## src/hw/rtl/jpsp_pkg.sv

```systemverilog
package jpsp_pkg;

   // configuration register
   localparam int IRQ_DELAY_W = 4;
   localparam logic [IRQ_DELAY_W-1:0] IRQ_DELAY_RESET = 4'd3;

   // input and result channel widths
   localparam int REQ_TDATA_W = 32;
   localparam int REQ_TUSER_W = 2;
   localparam int RSP_TDATA_W = 16;

   // item kinds carried on req_tuser
   localparam logic [1:0] KIND_READ   = 2'd0;
   localparam logic [1:0] KIND_WRITE  = 2'd1;
   localparam logic [1:0] KIND_TICK   = 2'd2;
   localparam logic [1:0] KIND_BUTTON = 2'd3;

   typedef struct packed {
      logic [7:0] read_data;
      logic       irq_line;
   } jpsp_result_type;

endpackage

```

## src/hw/rtl/joypad_serial_port_with_digital_pad.sv

```systemverilog
// channel   direction  handshake             payload
// req       in         req_tvalid/req_tready  tdata: address, write_data, buttons; tuser: kind
// rsp       out        rsp_tvalid/rsp_tready  tdata: read_data, irq_line
// csr       in         apb psel/penable       irq_delay_ticks at byte offset 0
//
// one item per cycle while rsp is not stalled: the port state updates at the accepting
// edge and the result lands in the output register on that same edge
// req_tready stays high while the output register is empty or being drained,
// so a stall on rsp holds at most one result and backs up req directly
// reset is synchronous; all port state clears, irq delay returns to 3 ticks
module joypad_serial_port_with_digital_pad
   import jpsp_pkg::*;
(
   input  logic                   clock,
   input  logic                   reset,
   // input items
   input  logic                   req_tvalid,
   output logic                   req_tready,
   input  logic [REQ_TDATA_W-1:0] req_tdata,  // [3:0] address, [11:4] write_data, [27:12] buttons
   input  logic [REQ_TUSER_W-1:0] req_tuser,  // [1:0] kind
   // result items
   output logic                   rsp_tvalid,
   input  logic                   rsp_tready,
   output logic [RSP_TDATA_W-1:0] rsp_tdata,  // [7:0] read_data, [8] irq_line
   // configuration
   input  logic                   csr_psel,
   input  logic                   csr_penable,
   input  logic                   csr_pwrite,
   input  logic [2:0]             csr_paddr,
   input  logic [31:0]            csr_pwdata,
   output logic [31:0]            csr_prdata,
   output logic                   csr_pready
);

   logic [IRQ_DELAY_W-1:0] irq_delay;
   logic                   req_accept;
   jpsp_result_type        result;

   // output register
   logic                   rsp_valid_ff, rsp_valid_in;
   jpsp_result_type        rsp_data_ff, rsp_data_in;

   jpsp_csr u_csr (
      .clock       (clock),
      .reset       (reset),
      .csr_psel    (csr_psel),
      .csr_penable (csr_penable),
      .csr_pwrite  (csr_pwrite),
      .csr_paddr   (csr_paddr),
      .csr_pwdata  (csr_pwdata),
      .csr_prdata  (csr_prdata),
      .csr_pready  (csr_pready),
      .irq_delay   (irq_delay)
   );

   // take a new item whenever the output slot is free or drains this cycle
   assign req_tready = !rsp_valid_ff || rsp_tready;
   assign req_accept = req_tvalid && req_tready;

   jpsp_core u_core (
      .clock      (clock),
      .reset      (reset),
      .item_valid (req_accept),
      .kind       (req_tuser[1:0]),
      .address    (req_tdata[3:0]),
      .write_data (req_tdata[11:4]),
      .buttons    (req_tdata[27:12]),
      .irq_delay  (irq_delay),
      .result     (result)
   );

   always_comb begin
      rsp_valid_in = rsp_valid_ff;
      rsp_data_in  = rsp_data_ff;
      if (req_accept) begin
         rsp_valid_in = 1'b1;
         rsp_data_in  = result;
      end else if (rsp_tready) begin
         rsp_valid_in = 1'b0;
      end
   end

   always_ff @(posedge clock) begin
      if (reset) begin
         rsp_valid_ff <= 1'b0;
      end else begin
         rsp_valid_ff <= rsp_valid_in;
      end
   end

   // payload needs no reset
   always_ff @(posedge clock) begin
      rsp_data_ff <= rsp_data_in;
   end

   assign rsp_tvalid = rsp_valid_ff;
   assign rsp_tdata  = {7'b0, rsp_data_ff.irq_line, rsp_data_ff.read_data};

endmodule

```

## src/hw/rtl/jpsp_csr.sv

```systemverilog
module jpsp_csr
   import jpsp_pkg::*;
(
   input  logic                   clock,
   input  logic                   reset,
   input  logic                   csr_psel,
   input  logic                   csr_penable,
   input  logic                   csr_pwrite,
   input  logic [2:0]             csr_paddr,
   input  logic [31:0]            csr_pwdata,
   output logic [31:0]            csr_prdata,
   output logic                   csr_pready,
   output logic [IRQ_DELAY_W-1:0] irq_delay
);

   localparam logic REG_IRQ_DELAY = 1'b0;

   logic [IRQ_DELAY_W-1:0] irq_delay_ff;
   logic [IRQ_DELAY_W-1:0] irq_delay_in;
   logic                   wr_en;

   assign wr_en = csr_psel & csr_penable & csr_pwrite & csr_pready;

   always_comb begin
      irq_delay_in = irq_delay_ff;
      if (wr_en && csr_paddr[2] == REG_IRQ_DELAY) begin
         irq_delay_in = csr_pwdata[IRQ_DELAY_W-1:0];
      end
   end

   always_ff @(posedge clock) begin
      if (reset) begin
         irq_delay_ff <= IRQ_DELAY_RESET;
      end else begin
         irq_delay_ff <= irq_delay_in;
      end
   end

   always_comb begin
      csr_prdata = '0;
      if (csr_paddr[2] == REG_IRQ_DELAY) begin
         csr_prdata = {{(32-IRQ_DELAY_W){1'b0}}, irq_delay_ff};
      end
   end

   assign csr_pready = 1'b1;
   assign irq_delay  = irq_delay_ff;

endmodule

```

## src/hw/rtl/jpsp_core.sv

```systemverilog
module jpsp_core
   import jpsp_pkg::*;
(
   input  logic                   clock,
   input  logic                   reset,
   input  logic                   item_valid,
   input  logic [1:0]             kind,
   input  logic [3:0]             address,
   input  logic [7:0]             write_data,
   input  logic [15:0]            buttons,
   input  logic [IRQ_DELAY_W-1:0] irq_delay,
   output jpsp_result_type        result
);

   // register offsets
   localparam logic [3:0] ADDR_DATA    = 4'd0;
   localparam logic [3:0] ADDR_STAT    = 4'd4;
   localparam logic [3:0] ADDR_IRQ     = 4'd5;
   localparam logic [3:0] ADDR_MODE_LO = 4'd8;
   localparam logic [3:0] ADDR_MODE_HI = 4'd9;
   localparam logic [3:0] ADDR_CTRL_LO = 4'd10;
   localparam logic [3:0] ADDR_CTRL_HI = 4'd11;
   localparam logic [3:0] ADDR_BAUD_LO = 4'd14;
   localparam logic [3:0] ADDR_BAUD_HI = 4'd15;

   localparam int CTRL_PORT2_BIT  = 13;
   localparam int CTRL_IRQ_ACK_BIT = 4;

   localparam logic [7:0] CMD_START = 8'h01;
   localparam logic [7:0] CMD_READ  = 8'h42;
   localparam logic [7:0] PAD_ID_LO = 8'h41;
   localparam logic [7:0] PAD_ID_HI = 8'h5a;
   localparam logic [7:0] BYTE_IDLE = 8'hff;

   // pad reply phases
   localparam logic [2:0] PH_IDLE = 3'd0;
   localparam logic [2:0] PH_CMD  = 3'd1;
   localparam logic [2:0] PH_ID   = 3'd2;
   localparam logic [2:0] PH_LO   = 3'd3;
   localparam logic [2:0] PH_HI   = 3'd4;

   logic [2:0]             phase_ff, phase_in;
   logic [7:0]             rx_byte_ff, rx_byte_in;
   logic                   rx_pend_ff, rx_pend_in;
   logic                   ack_ff, ack_in;
   logic                   irq_ff, irq_in;
   logic [IRQ_DELAY_W-1:0] count_ff, count_in;
   logic [15:0]            mode_ff, mode_in;
   logic [15:0]            ctrl_ff, ctrl_in;
   logic [15:0]            baud_ff, baud_in;
   logic [15:0]            button_ff, button_in;

   logic [2:0] pad_phase_nxt;
   logic [7:0] pad_byte;
   logic [7:0] rd;

   // pad reply for the byte being written
   always_comb begin
      pad_phase_nxt = PH_IDLE;
      pad_byte      = BYTE_IDLE;
      unique case (phase_ff)
         PH_IDLE: begin
            pad_phase_nxt = (write_data == CMD_START) ? PH_CMD : PH_IDLE;
         end
         PH_CMD: begin
            if (write_data == CMD_READ) begin
               pad_phase_nxt = PH_ID;
               pad_byte      = PAD_ID_LO;
            end
         end
         PH_ID: begin
            pad_phase_nxt = PH_LO;
            pad_byte      = PAD_ID_HI;
         end
         PH_LO: begin
            pad_phase_nxt = PH_HI;
            pad_byte      = ~button_ff[7:0];
         end
         PH_HI: begin
            pad_byte = ~button_ff[15:8];
         end
         default: begin
            pad_phase_nxt = PH_IDLE;
         end
      endcase
   end

   always_comb begin
      phase_in   = phase_ff;
      rx_byte_in = rx_byte_ff;
      rx_pend_in = rx_pend_ff;
      ack_in     = ack_ff;
      irq_in     = irq_ff;
      count_in   = count_ff;
      mode_in    = mode_ff;
      ctrl_in    = ctrl_ff;
      baud_in    = baud_ff;
      button_in  = button_ff;
      rd         = BYTE_IDLE;
      case (kind)
         KIND_READ: begin
            case (address)
               ADDR_DATA: begin
                  rd         = rx_byte_ff;
                  rx_pend_in = 1'b0;
               end
               ADDR_STAT: begin
                  rd     = {ack_ff, 5'b0, rx_pend_ff, 1'b1};
                  ack_in = 1'b0;
               end
               ADDR_IRQ:     rd = {6'b0, irq_ff, 1'b0};
               ADDR_MODE_LO: rd = mode_ff[7:0];
               ADDR_MODE_HI: rd = mode_ff[15:8];
               ADDR_CTRL_LO: rd = ctrl_ff[7:0];
               ADDR_CTRL_HI: rd = ctrl_ff[15:8];
               ADDR_BAUD_LO: rd = baud_ff[7:0];
               ADDR_BAUD_HI: rd = baud_ff[15:8];
               default:      rd = BYTE_IDLE;
            endcase
         end
         KIND_WRITE: begin
            case (address)
               ADDR_DATA: begin
                  rx_pend_in = 1'b1;
                  if (!ctrl_ff[CTRL_PORT2_BIT]) begin
                     phase_in   = pad_phase_nxt;
                     rx_byte_in = pad_byte;
                     ack_in     = (pad_phase_nxt != PH_IDLE);
                     if (pad_phase_nxt != PH_IDLE) begin
                        count_in = irq_delay;
                     end
                  end
               end
               ADDR_MODE_LO: mode_in[7:0]  = write_data;
               ADDR_MODE_HI: mode_in[15:8] = write_data;
               ADDR_CTRL_LO: begin
                  ctrl_in[7:0] = write_data;
                  if (write_data[CTRL_IRQ_ACK_BIT]) begin
                     irq_in = 1'b0;
                  end
               end
               ADDR_CTRL_HI: ctrl_in[15:8] = write_data;
               ADDR_BAUD_LO: baud_in[7:0]  = write_data;
               ADDR_BAUD_HI: baud_in[15:8] = write_data;
               default: ;
            endcase
         end
         KIND_TICK: begin
            if (count_ff != '0) begin
               count_in = count_ff - {{(IRQ_DELAY_W-1){1'b0}}, 1'b1};
               if (count_ff == {{(IRQ_DELAY_W-1){1'b0}}, 1'b1}) begin
                  irq_in = 1'b1;
               end
            end
         end
         default: begin
            button_in = buttons;
         end
      endcase
   end

   always_ff @(posedge clock) begin
      if (reset) begin
         phase_ff   <= PH_IDLE;
         rx_byte_ff <= '0;
         rx_pend_ff <= 1'b0;
         ack_ff     <= 1'b0;
         irq_ff     <= 1'b0;
         count_ff   <= '0;
         mode_ff    <= '0;
         ctrl_ff    <= '0;
         baud_ff    <= '0;
         button_ff  <= '0;
      end else if (item_valid) begin
         phase_ff   <= phase_in;
         rx_byte_ff <= rx_byte_in;
         rx_pend_ff <= rx_pend_in;
         ack_ff     <= ack_in;
         irq_ff     <= irq_in;
         count_ff   <= count_in;
         mode_ff    <= mode_in;
         ctrl_ff    <= ctrl_in;
         baud_ff    <= baud_in;
         button_ff  <= button_in;
      end
   end

   assign result.read_data = rd;
   assign result.irq_line  = irq_in;

endmodule

```

## config.mk

```make
export PLATFORM = sky130hd
export DESIGN_NAME = joypad_serial_port_with_digital_pad
export DESIGN_NICKNAME = d
export VERILOG_FILES = /design/src/hw/rtl/jpsp_pkg.sv /design/src/hw/rtl/joypad_serial_port_with_digital_pad.sv /design/src/hw/rtl/jpsp_csr.sv /design/src/hw/rtl/jpsp_core.sv
export SDC_FILE = /design/constraint.sdc
export NUM_CORES = 1
export LEC_CHECK = 0
export BUFFER_PORTS_ARGS = -buffer_cell sky130_fd_sc_hd__buf_2
export CAP_MARGIN = 20
export CORE_MARGIN = 1
export CORE_UTILIZATION = 45
export CTS_BUF_LIST = sky130_fd_sc_hd__clkbuf_2 sky130_fd_sc_hd__clkbuf_4 sky130_fd_sc_hd__clkbuf_8
export CTS_CLUSTER_DIAMETER = 150
export DETAILED_ROUTE_END_ITERATION = 12
export PLACE_DENSITY = 0.78
export SYNTH_ARGS = -nofsm -noshare
export SYNTH_HDL_FRONTEND = slang
export SYNTH_SLANG_ARGS = --single-unit
```

## constraint.sdc

```tcl
create_clock -name clock -period 3.5 [get_ports clock]
set_input_delay 0 -clock clock [delete_from_list [all_inputs] [get_ports clock]]
set_output_delay 0 -clock clock [all_outputs]
set_load 0.01 [all_outputs]
```

==> impl_metrics.yaml, run 1 <==
outcome:
  status: "finished clean"
worst_setup_path:
  timing.critical_path.max_delay_family: "simple AND/OR/NAND/NOR gates"
  crit_chain: "dlygate4sd3_1 > buf_2 > nor3_1 > o2111ai_1 > o211a_1 > or4_1 > a21oi_1"
  worstPathBufferInverterCount: 2
  cp_max_fo: 8
  worst_setup_path_end_kind: "flop"
  timing.critical_path.slowest_cell_delay_ns: 0.54
  critical_path.slowest_cell: "sky130_fd_sc_hd__or4_1"
  worst_ep_required_time_ns: 3.80
  cp_data_arrival_time_ns: 2.56
  cp-start-kind: "input port"
  path_class: "input port to flop"
floorplan:
  initial_utilization_pct: 46.5
  die-area_sq_um: 11100
  ios: 127
  floorplan.core_area_sq_um: 10400
  die-height_microns: 105
  die_w_microns: 105
  row_count: 37
clocking:
  cts_tree: "done"
  cts_root_buffer: "sky130_fd_sc_hd__clkbuf_8"
  worst_skew_pair.late_latency_ns: 0.37
  numCtsBuffers: 9
  cts.repair_timing.setup_buffer_count: 0
  clockBufferDepth: 2
  clkSinkCount: 96
  cts.clk_slew.worst_paths_ns: 0.10
  h_tree_level_count: 3
yosys:
  post_synth_instance_area_sq_um: 4820
  post_synth.cell_area_avg_sq_um: 8.59
  ys.warnings.count: 0
  synth_async_sr_flop_share_pct: 0
  synth-edff-count: 9
  synth-main-ff-cell: "sky130_fd_sc_hd__dfxtp_1"
  synth_seq_cells: 96
  synth.distinct_cells: 56
  synth_cells: 561
  synth-seq-area-share_pct: 41.8
detailed_routing:
  wirelength_microns: 11700
  total_via_count_in_the_routed_design: 4228
  detail_route.wl_per_cell_microns: 15.3
  drc: 0
  detailed_router_iteration_count_before_antenna_repair: 5
  first_iter_violations: 359
  detail_route.vias_per_cell: 5.53
  antenna_violating_nets_post_route: 0
finish:
  final_net_count: 706
  fin_cells: 765
  nFillCells: 923
  post_route_cells_drive_above_1_share_pct: 13.8
  area_growth_pct: 13.8
  diodes: 0
timing:
  setup-violations-final: 0
  worst_pin_slew_ns: 1.12
  time_the_worst_path_needs_with_i_o_delays_and_setup_ns: 2.26
  timing.slew.headroom_pct: 24.6
  fin_crit_sh_pct: 64.6
  finalMaxSlewViolations: 0
  setup_slack_ns: 1.24
  fin_setup_tns_ns: 0
  rsz0062_at_grt: "false"
  maxClockFrequency_ghz: 0.442
  clock_skew_ns: 0.0107
  finalHoldViolations: 0
grt:
  largest_net_degree_at_the_start_of_global_routing: 54
  grt_pass1_wl_microns: 19300
  vias_in_the_first_global_route: 3983
  globalRouteOverflowTotal: 0
  grt.total_usage_pct: 21.9
  grt_antenna_before_repair: 0
place:
  buffer_ports.inserted: 56
  hpwl_microns: 8090
  place_inst: 721
  pre_cts_setup_slack_ns: 1.23
  finalWeightedCongestion: 0.883
power:
  power_density_nw_per_um2: 374
  power.ir.vdd_worst_uv: 251
  p_leak_uw: 0.00209
flow_run:
  maxCapViolCount: 0
worst_hold_path:
  hold_class: "input port to flop"
-- worst register-to-register path, stage by stage (launching register included) --
cell	delay, ns
sky130_fd_sc_hd__dfxtp_1	0.34
sky130_fd_sc_hd__nand2b_1	0.21
sky130_fd_sc_hd__nand4_2	0.32
sky130_fd_sc_hd__nor3_2	0.84
sky130_fd_sc_hd__mux2i_1	0.31
sky130_fd_sc_hd__nor2_1	0.06
-- what timing repair did --
action                                 CTS  global route
hold buffers                            28             0
resized for setup                        0             0
endpoints found under the hold margin   37             0
-- placed cells by master, fill, tap and decap left out, types with 6 or more instances in the layout --
master                          count
sky130_fd_sc_hd__nor2b_1           18
sky130_fd_sc_hd__a21oi_1           52
sky130_fd_sc_hd__nor2_1            67
sky130_fd_sc_hd__clkbuf_8           9
sky130_fd_sc_hd__nand2b_1           6
sky130_fd_sc_hd__conb_1            36
sky130_fd_sc_hd__mux2i_1           49
sky130_fd_sc_hd__buf_2             56
sky130_fd_sc_hd__dfxtp_1           87
sky130_fd_sc_hd__ha_1               6
sky130_fd_sc_hd__nand3_1           11
sky130_fd_sc_hd__dlygate4sd3_1     28
sky130_fd_sc_hd__a22oi_1            7
sky130_fd_sc_hd__a211o_1            7
sky130_fd_sc_hd__inv_1              9
sky130_fd_sc_hd__edfxtp_1           9
sky130_fd_sc_hd__nand2_1           69
sky130_fd_sc_hd__a22o_1            10
sky130_fd_sc_hd__o21ai_0           12
-- routing by layer --
layer,GRT usage (%),up-vias,share of wire [%]
met1,27.4,1980,42
met4,9.26,0,3.2
met2,36.6,198,48
met3,4.33,34,6.6
li1,-,2016,-
met5,0,-,0
-- cells by family (layout without fill, tap and decap cells) --
logic type                 Yosys count  after routing  share of synthesized area [%]
adders and majority gates            6              6                           1.56
muxes                               53             53                           11.1
other                                2             36                          0.156
DFF                                 96             96                           41.8
and+or+nand+nor                    203            203                           19.9
buffers and inverters               79            113                           9.14
AOI/OAI and AO/OA                  122            122                           16.4
-- power breakdown --
| part | total (uW) | switching, uW | internal [uW] |
|---|---|---|---|
| clock network | 697 | 425 | 273 |
| logic | 217 | 138 | 78.8 |
| registers | 1130 | 9.04 | 1130 |
-- synth_stat cells, types with 3 or more instances --
cell / number / area [sq um]
sky130_fd_sc_hd__a211o_1: 7 / 61.3
sky130_fd_sc_hd__a211oi_1: 3 / 22.5
sky130_fd_sc_hd__a21oi_1: 52 / 260
sky130_fd_sc_hd__a22o_1: 10 / 87.6
sky130_fd_sc_hd__a22oi_1: 7 / 52.6
sky130_fd_sc_hd__a31oi_1: 5 / 31.3
sky130_fd_sc_hd__a32oi_1: 3 / 26.3
sky130_fd_sc_hd__and3_1: 3 / 18.8
sky130_fd_sc_hd__buf_1: 4 / 15.0
sky130_fd_sc_hd__buf_2: 6 / 30.0
sky130_fd_sc_hd__buf_4: 36 / 270
sky130_fd_sc_hd__clkbuf_1: 22 / 82.6
sky130_fd_sc_hd__dfxtp_1: 87 / 1740
sky130_fd_sc_hd__edfxtp_1: 9 / 270
sky130_fd_sc_hd__ha_1: 6 / 75.1
sky130_fd_sc_hd__inv_1: 9 / 33.8
sky130_fd_sc_hd__mux2_2: 4 / 45.0
sky130_fd_sc_hd__mux2i_1: 49 / 490
sky130_fd_sc_hd__nand2_1: 69 / 259
sky130_fd_sc_hd__nand2b_1: 6 / 37.5
sky130_fd_sc_hd__nand3_1: 11 / 55.1
sky130_fd_sc_hd__nor2_1: 67 / 251
sky130_fd_sc_hd__nor2b_1: 18 / 113
sky130_fd_sc_hd__nor3_1: 5 / 25.0
sky130_fd_sc_hd__nor3_2: 3 / 30.0
sky130_fd_sc_hd__o211ai_1: 4 / 30.0
sky130_fd_sc_hd__o21ai_0: 12 / 60.1
sky130_fd_sc_hd__o22a_1: 3 / 26.3
sky130_fd_sc_hd__o22ai_1: 4 / 25.0
sky130_fd_sc_hd__o31ai_1: 3 / 22.5
sky130_fd_sc_hd__or4_1: 3 / 22.5
-- metrics by stage --
stage | hold slack, ns | util (%) | power [uW] | instance area, sq um
2_1_floorplan | 0.0464 | - | 1310 | 4950
3_3_place_gp | 0.239 | 48.4 | 1340 | 5020
3_5_place_dp | 0.246 | 48.4 | 1350 | 5020
4_1_cts | 0.0148 | 52.9 | 2060 | 5480
5_1_grt | 0.0324 | 52.9 | 2130 | 5480
6_report | 0.0291 | 52.9 | 2050 | 5480
-- cell type report --
class                      count  area [sq um]  area share (%)
timing repair buffer          87           583            10.6
clock inverter                 7          61.3            1.12
multi-input combinational    420          2490            45.5
tap                          136           170            3.10
sequential                    96          2010            36.7
clock buffer                   9           124            2.26
inverter                      10          37.5           0.685
-- worst paths after layout --
check | from | endpoint | slack, ns | cells past startpoint
worst max-delay path | req_tdata[8] | u_core.count_ff[3]$_SDFFE_PP0P_ | 1.24 | 7
worst min-delay path | req_tdata[5] | u_core.mode_ff[9]$_SDFFE_PP0P_ | 0.03 | 3
worst max register to register | rsp_tvalid$_SDFFE_PP0P_ | u_core.mode_ff[15]$_SDFFE_PP0P_ | 1.30 | 5
worst min register to register | u_core.button_ff[7]$_SDFFE_PP0P_ | u_core.button_ff[7]$_SDFFE_PP0P_ | 0.46 | 2
-- sequential cells by signal, indices dropped and copies added (netlist names) --
| signal | count |
|---|---|
| u_core.ctrl_ff | 16 |
| u_core.mode_ff | 16 |
| u_core.ack_ff | 1 |
| rsp_tdata | 9 |
| u_core.button_ff | 16 |
| u_core.count_ff | 4 |
| u_core.phase_ff | 3 |
| u_core.irq_ff | 1 |
| u_csr.irq_delay | 4 |
| rsp_tvalid | 1 |
| u_core.rx_pend_ff | 1 |
| u_core.baud_ff | 16 |
| u_core.rx_byte_ff | 8 |
Power figures use the tool's default switching activity.
==> run 2: changes to the inputs <==
ABC_AREA = 1   (was unset)
clock period = 2.3 ns   (was 3.5 ns; I/O delays follow)
==> run 2 against run 1 <==
  * Worst setup slack worse by 0.57 ns
  * Global-route usage down 0.23 points
  * Non-clock buffer count down 5
  * Area after synthesis down 3.2%
  * Combinational power up 60%
  * Sequential share of layout area up 1.2 points
  * Sequential cell count unchanged
  * Cell count up 4.4%
  * Die area down 3.1%
  * Total power up 59%
  * Critical path depth up 2
  * Design area down 3.2%
  * Critical endpoint is now u_core.count_ff[0]$_SDFFE_PP0P_
==> impl_metrics.yaml, run 2 <==
timing:
  maxClockFrequency_ghz: 0.611
  worst_pin_slew_ns: 0.593
  time_the_worst_path_needs_with_i_o_delays_and_setup_ns: 1.64
  fin_crit_sh_pct: 71.1
  fin_setup_tns_ns: 0
  timing.slew.headroom_pct: 60.5
  setup_slack_ns: 0.664
  clock_skew_ns: 0.0131
  setup-violations-final: 0
  finalMaxSlewViolations: 0
  finalHoldViolations: 0
  rsz0062_at_grt: "false"
worst_setup_path:
  crit_chain: "nand2_2 > nand2_4 > inv_1 > nand3_1 > nor2_1 > nand3_2 > nand2_1 > nand2_1 > nor2_1"
  cp-start-kind: "flop"
  path_class: "flop to flop"
  timing.critical_path.slowest_cell_delay_ns: 0.34
  worst_ep_required_time_ns: 2.62
  worst_setup_path_end_kind: "flop"
  setup.reg_to_reg.worst_slack_ns: 0.66
  cp_data_arrival_time_ns: 1.95
  critical_path.slowest_cell: "sky130_fd_sc_hd__dfxtp_1"
  cp_max_fo: 10
finish:
  layout_commonest_cell: "sky130_fd_sc_hd__dfxtp_1"
  final_net_count: 743
  diodes: 0
  area_growth_pct: 13.8
  post_route_cells_drive_above_1_share_pct: 15.5
  mostFrequentLayoutCells: "87 x sky130_fd_sc_hd__dfxtp_1, 83 x sky130_fd_sc_hd__nand2_1, 81 x sky130_fd_sc_hd__a21oi_1"
clocking:
  cts_tree: "done"
  numCtsBuffers: 9
  cts_resized: 0
  h_tree_level_count: 3
  clockBufferDepth: 2
  cts.clk_slew.worst_paths_ns: 0.10
  worst_skew_pair.late_latency_ns: 0.38
  clkSinkCount: 96
  cts_root_buffer: "sky130_fd_sc_hd__clkbuf_8"
detailed_routing:
  detailed_router_iteration_count_before_antenna_repair: 5
  total_via_count_in_the_routed_design: 4227
  detail_route.vias_per_cell: 5.29
  first_iter_violations: 286
  antenna_violating_nets_post_route: 0
  drc: 0
  detail_route.wl_per_cell_microns: 14.4
  wirelength_microns: 11500
yosys:
  synth_simple_gate_area_share_pct: 19.4
  synth_compound_gate_area_share_pct: 21.9
  synth_async_sr_flop_share_pct: 0
  post_synthesis_mux_area_share_pct: 0
  synth_cells: 591
  synth_xor_xnor_area_share_pct: 0
  synth-edff-count: 9
  synth_area_leader_cell: "sky130_fd_sc_hd__dfxtp_1"
  synth_adder_area_share_pct: 1.61
  yosysMostFrequentCell: "sky130_fd_sc_hd__dfxtp_1"
  post_synth_instance_area_sq_um: 4670
  ys.warnings.count: 0
  ys_top_cells_by_area: "sky130_fd_sc_hd__dfxtp_1 37%, sky130_fd_sc_hd__a21oi_1 8.7%, sky130_fd_sc_hd__o21ai_0 7.3%, sky130_fd_sc_hd__nand2_1 6.7%, sky130_fd_sc_hd__buf_4 6.0%"
  synth_common_cells: "87 x sky130_fd_sc_hd__dfxtp_1, 83 x sky130_fd_sc_hd__nand2_1, 81 x sky130_fd_sc_hd__a21oi_1"
  synth-main-ff-cell: "sky130_fd_sc_hd__dfxtp_1"
  post_synth.cell_area_avg_sq_um: 7.89
  synth_top_family_by_area: "compound AO/OA/AOI/OAI gates"
  synth.distinct_cells: 36
  synth-seq-area-share_pct: 43.1
  synth_seq_cells: 96
  synth_top_cell_area_share_pct: 37.3
grt:
  grt.total_usage_pct: 21.6
  globalRouteOverflowTotal: 0
  largest_net_degree_at_the_start_of_global_routing: 58
  grt_pass1_wl_microns: 18800
  grt_antenna_before_repair: 0
  vias_in_the_first_global_route: 4016
place:
  finalWeightedCongestion: 0.881
  pre_cts_setup_slack_ns: 0.702
  hpwl_microns: 7830
  buffer_ports.inserted: 56
power:
  power.total_uw: 3260
  power_density_nw_per_um2: 614
  power.ir.vdd_worst_uv: 270
  p_leak_uw: 0.00227
floorplan:
  ios: 127
  row_count: 36
  initial_utilization_pct: 47.1
  floorplan.core_area_sq_um: 9910
  die-area_sq_um: 10800
  die_w_microns: 104
  die-height_microns: 104
worst_hold_path:
  hold_class: "input port to flop"
flow_run:
  maxCapViolCount: 0
outcome:
  status: "finished clean"
## run 2: cell count changes after synthesis, moves of 7 or more
cell | before | now
sky130_fd_sc_hd__o21ai_0 | 12 | 68
sky130_fd_sc_hd__mux2i_1 | 49 | 0
sky130_fd_sc_hd__inv_1 | 9 | 56
sky130_fd_sc_hd__a21oi_1 | 52 | 81
sky130_fd_sc_hd__nor2_1 | 67 | 39
sky130_fd_sc_hd__nand3_1 | 11 | 34
sky130_fd_sc_hd__nor2b_1 | 18 | 0
sky130_fd_sc_hd__nand2_1 | 69 | 83
sky130_fd_sc_hd__clkbuf_1 | 22 | 11
sky130_fd_sc_hd__nor2_4 | 0 | 10
sky130_fd_sc_hd__a211o_1 | 7 | 0
sky130_fd_sc_hd__a22o_1 | 10 | 3
sky130_fd_sc_hd__a22oi_1 | 7 | 0
sky130_fd_sc_hd__buf_6 | 0 | 7
## run 2: worst max-delay path: cells and delay by family, from the launching register on
kind | cells | cell delay [ns]
flip-flops | 1 | 0.34
AND/OR/NAND/NOR | 8 | 0.95
buffers and inverters | 1 | 0.29
## run 2: cell type report
class,instances,area (sq um)
fill,898,4600
multi-input combinational,411,2140
sequential,96,2010
timing repair buffer,82,548
inverter,61,236
tap,133,166
clock buffer,9,124
clock inverter,7,85.1
## run 2: cells by family (layout without fill, tap and decap cells)
| kind of cell | after synthesis | after routing |
|---|---|---|
| AOI/OAI and AO/OA | 184 | 184 |
| adders and majority gates | 6 | 6 |
| DFF | 96 | 96 |
| buffers and inverters | 118 | 159 |
| other | 2 | 36 |
| and+or+nand+nor | 185 | 185 |
## run 2: what timing repair did
action / 4_1_cts / 5_1_grt
hold endpoints to repair: 26 / 0
setup buffers: 0 / 0
hold buffers: 24 / 0
## run 2: metrics by stage
stage | util, % | area (sq um) | hold WS, ns | instances
3_5_place_dp | 49.0 | 4860 | 0.239 | 759
2_1_floorplan | - | 4790 | 0.0475 | 625
6_report | 53.6 | 5310 | 0.00524 | 799
3_3_place_gp | 49.0 | 4860 | 0.218 | 759
5_1_grt | 53.6 | 5310 | 0.0217 | 799
4_1_cts | 53.6 | 5310 | 0.00422 | 799
## run 2: power by group
group	total, uW	internal (uW)	switching [uW]
clock network	1170	525	645
logic	348	121	226
registers	1740	1720	17.5
total	3260	2370	889
## run 2: final timing paths
check | depth (start not counted) | endpoint | from
hold reg to reg | 2 | u_core.button_ff[0]$_SDFFE_PP0P_ | u_core.button_ff[0]$_SDFFE_PP0P_
setup reg to reg | 9 | u_core.count_ff[0]$_SDFFE_PP0P_ | rsp_tvalid$_SDFFE_PP0P_
setup / recovery | 9 | u_core.count_ff[0]$_SDFFE_PP0P_ | rsp_tvalid$_SDFFE_PP0P_
hold / removal | 3 | u_core.baud_ff[2]$_SDFFE_PP0P_ | req_tdata[6]
## run 2: routing by layer
| layer | global-route usage (%) | vias to the layer above | wire [microns] |
|---|---|---|---|
| li1 | - | 2061 | - |
| met1 | 27.8 | 1971 | 5040 |
| met2 | 34.9 | 170 | 5510 |
| met3 | 4.72 | 25 | 684 |
| met4 | 9.39 | 0 | 277 |
| met5 | 0 | - | 0 |
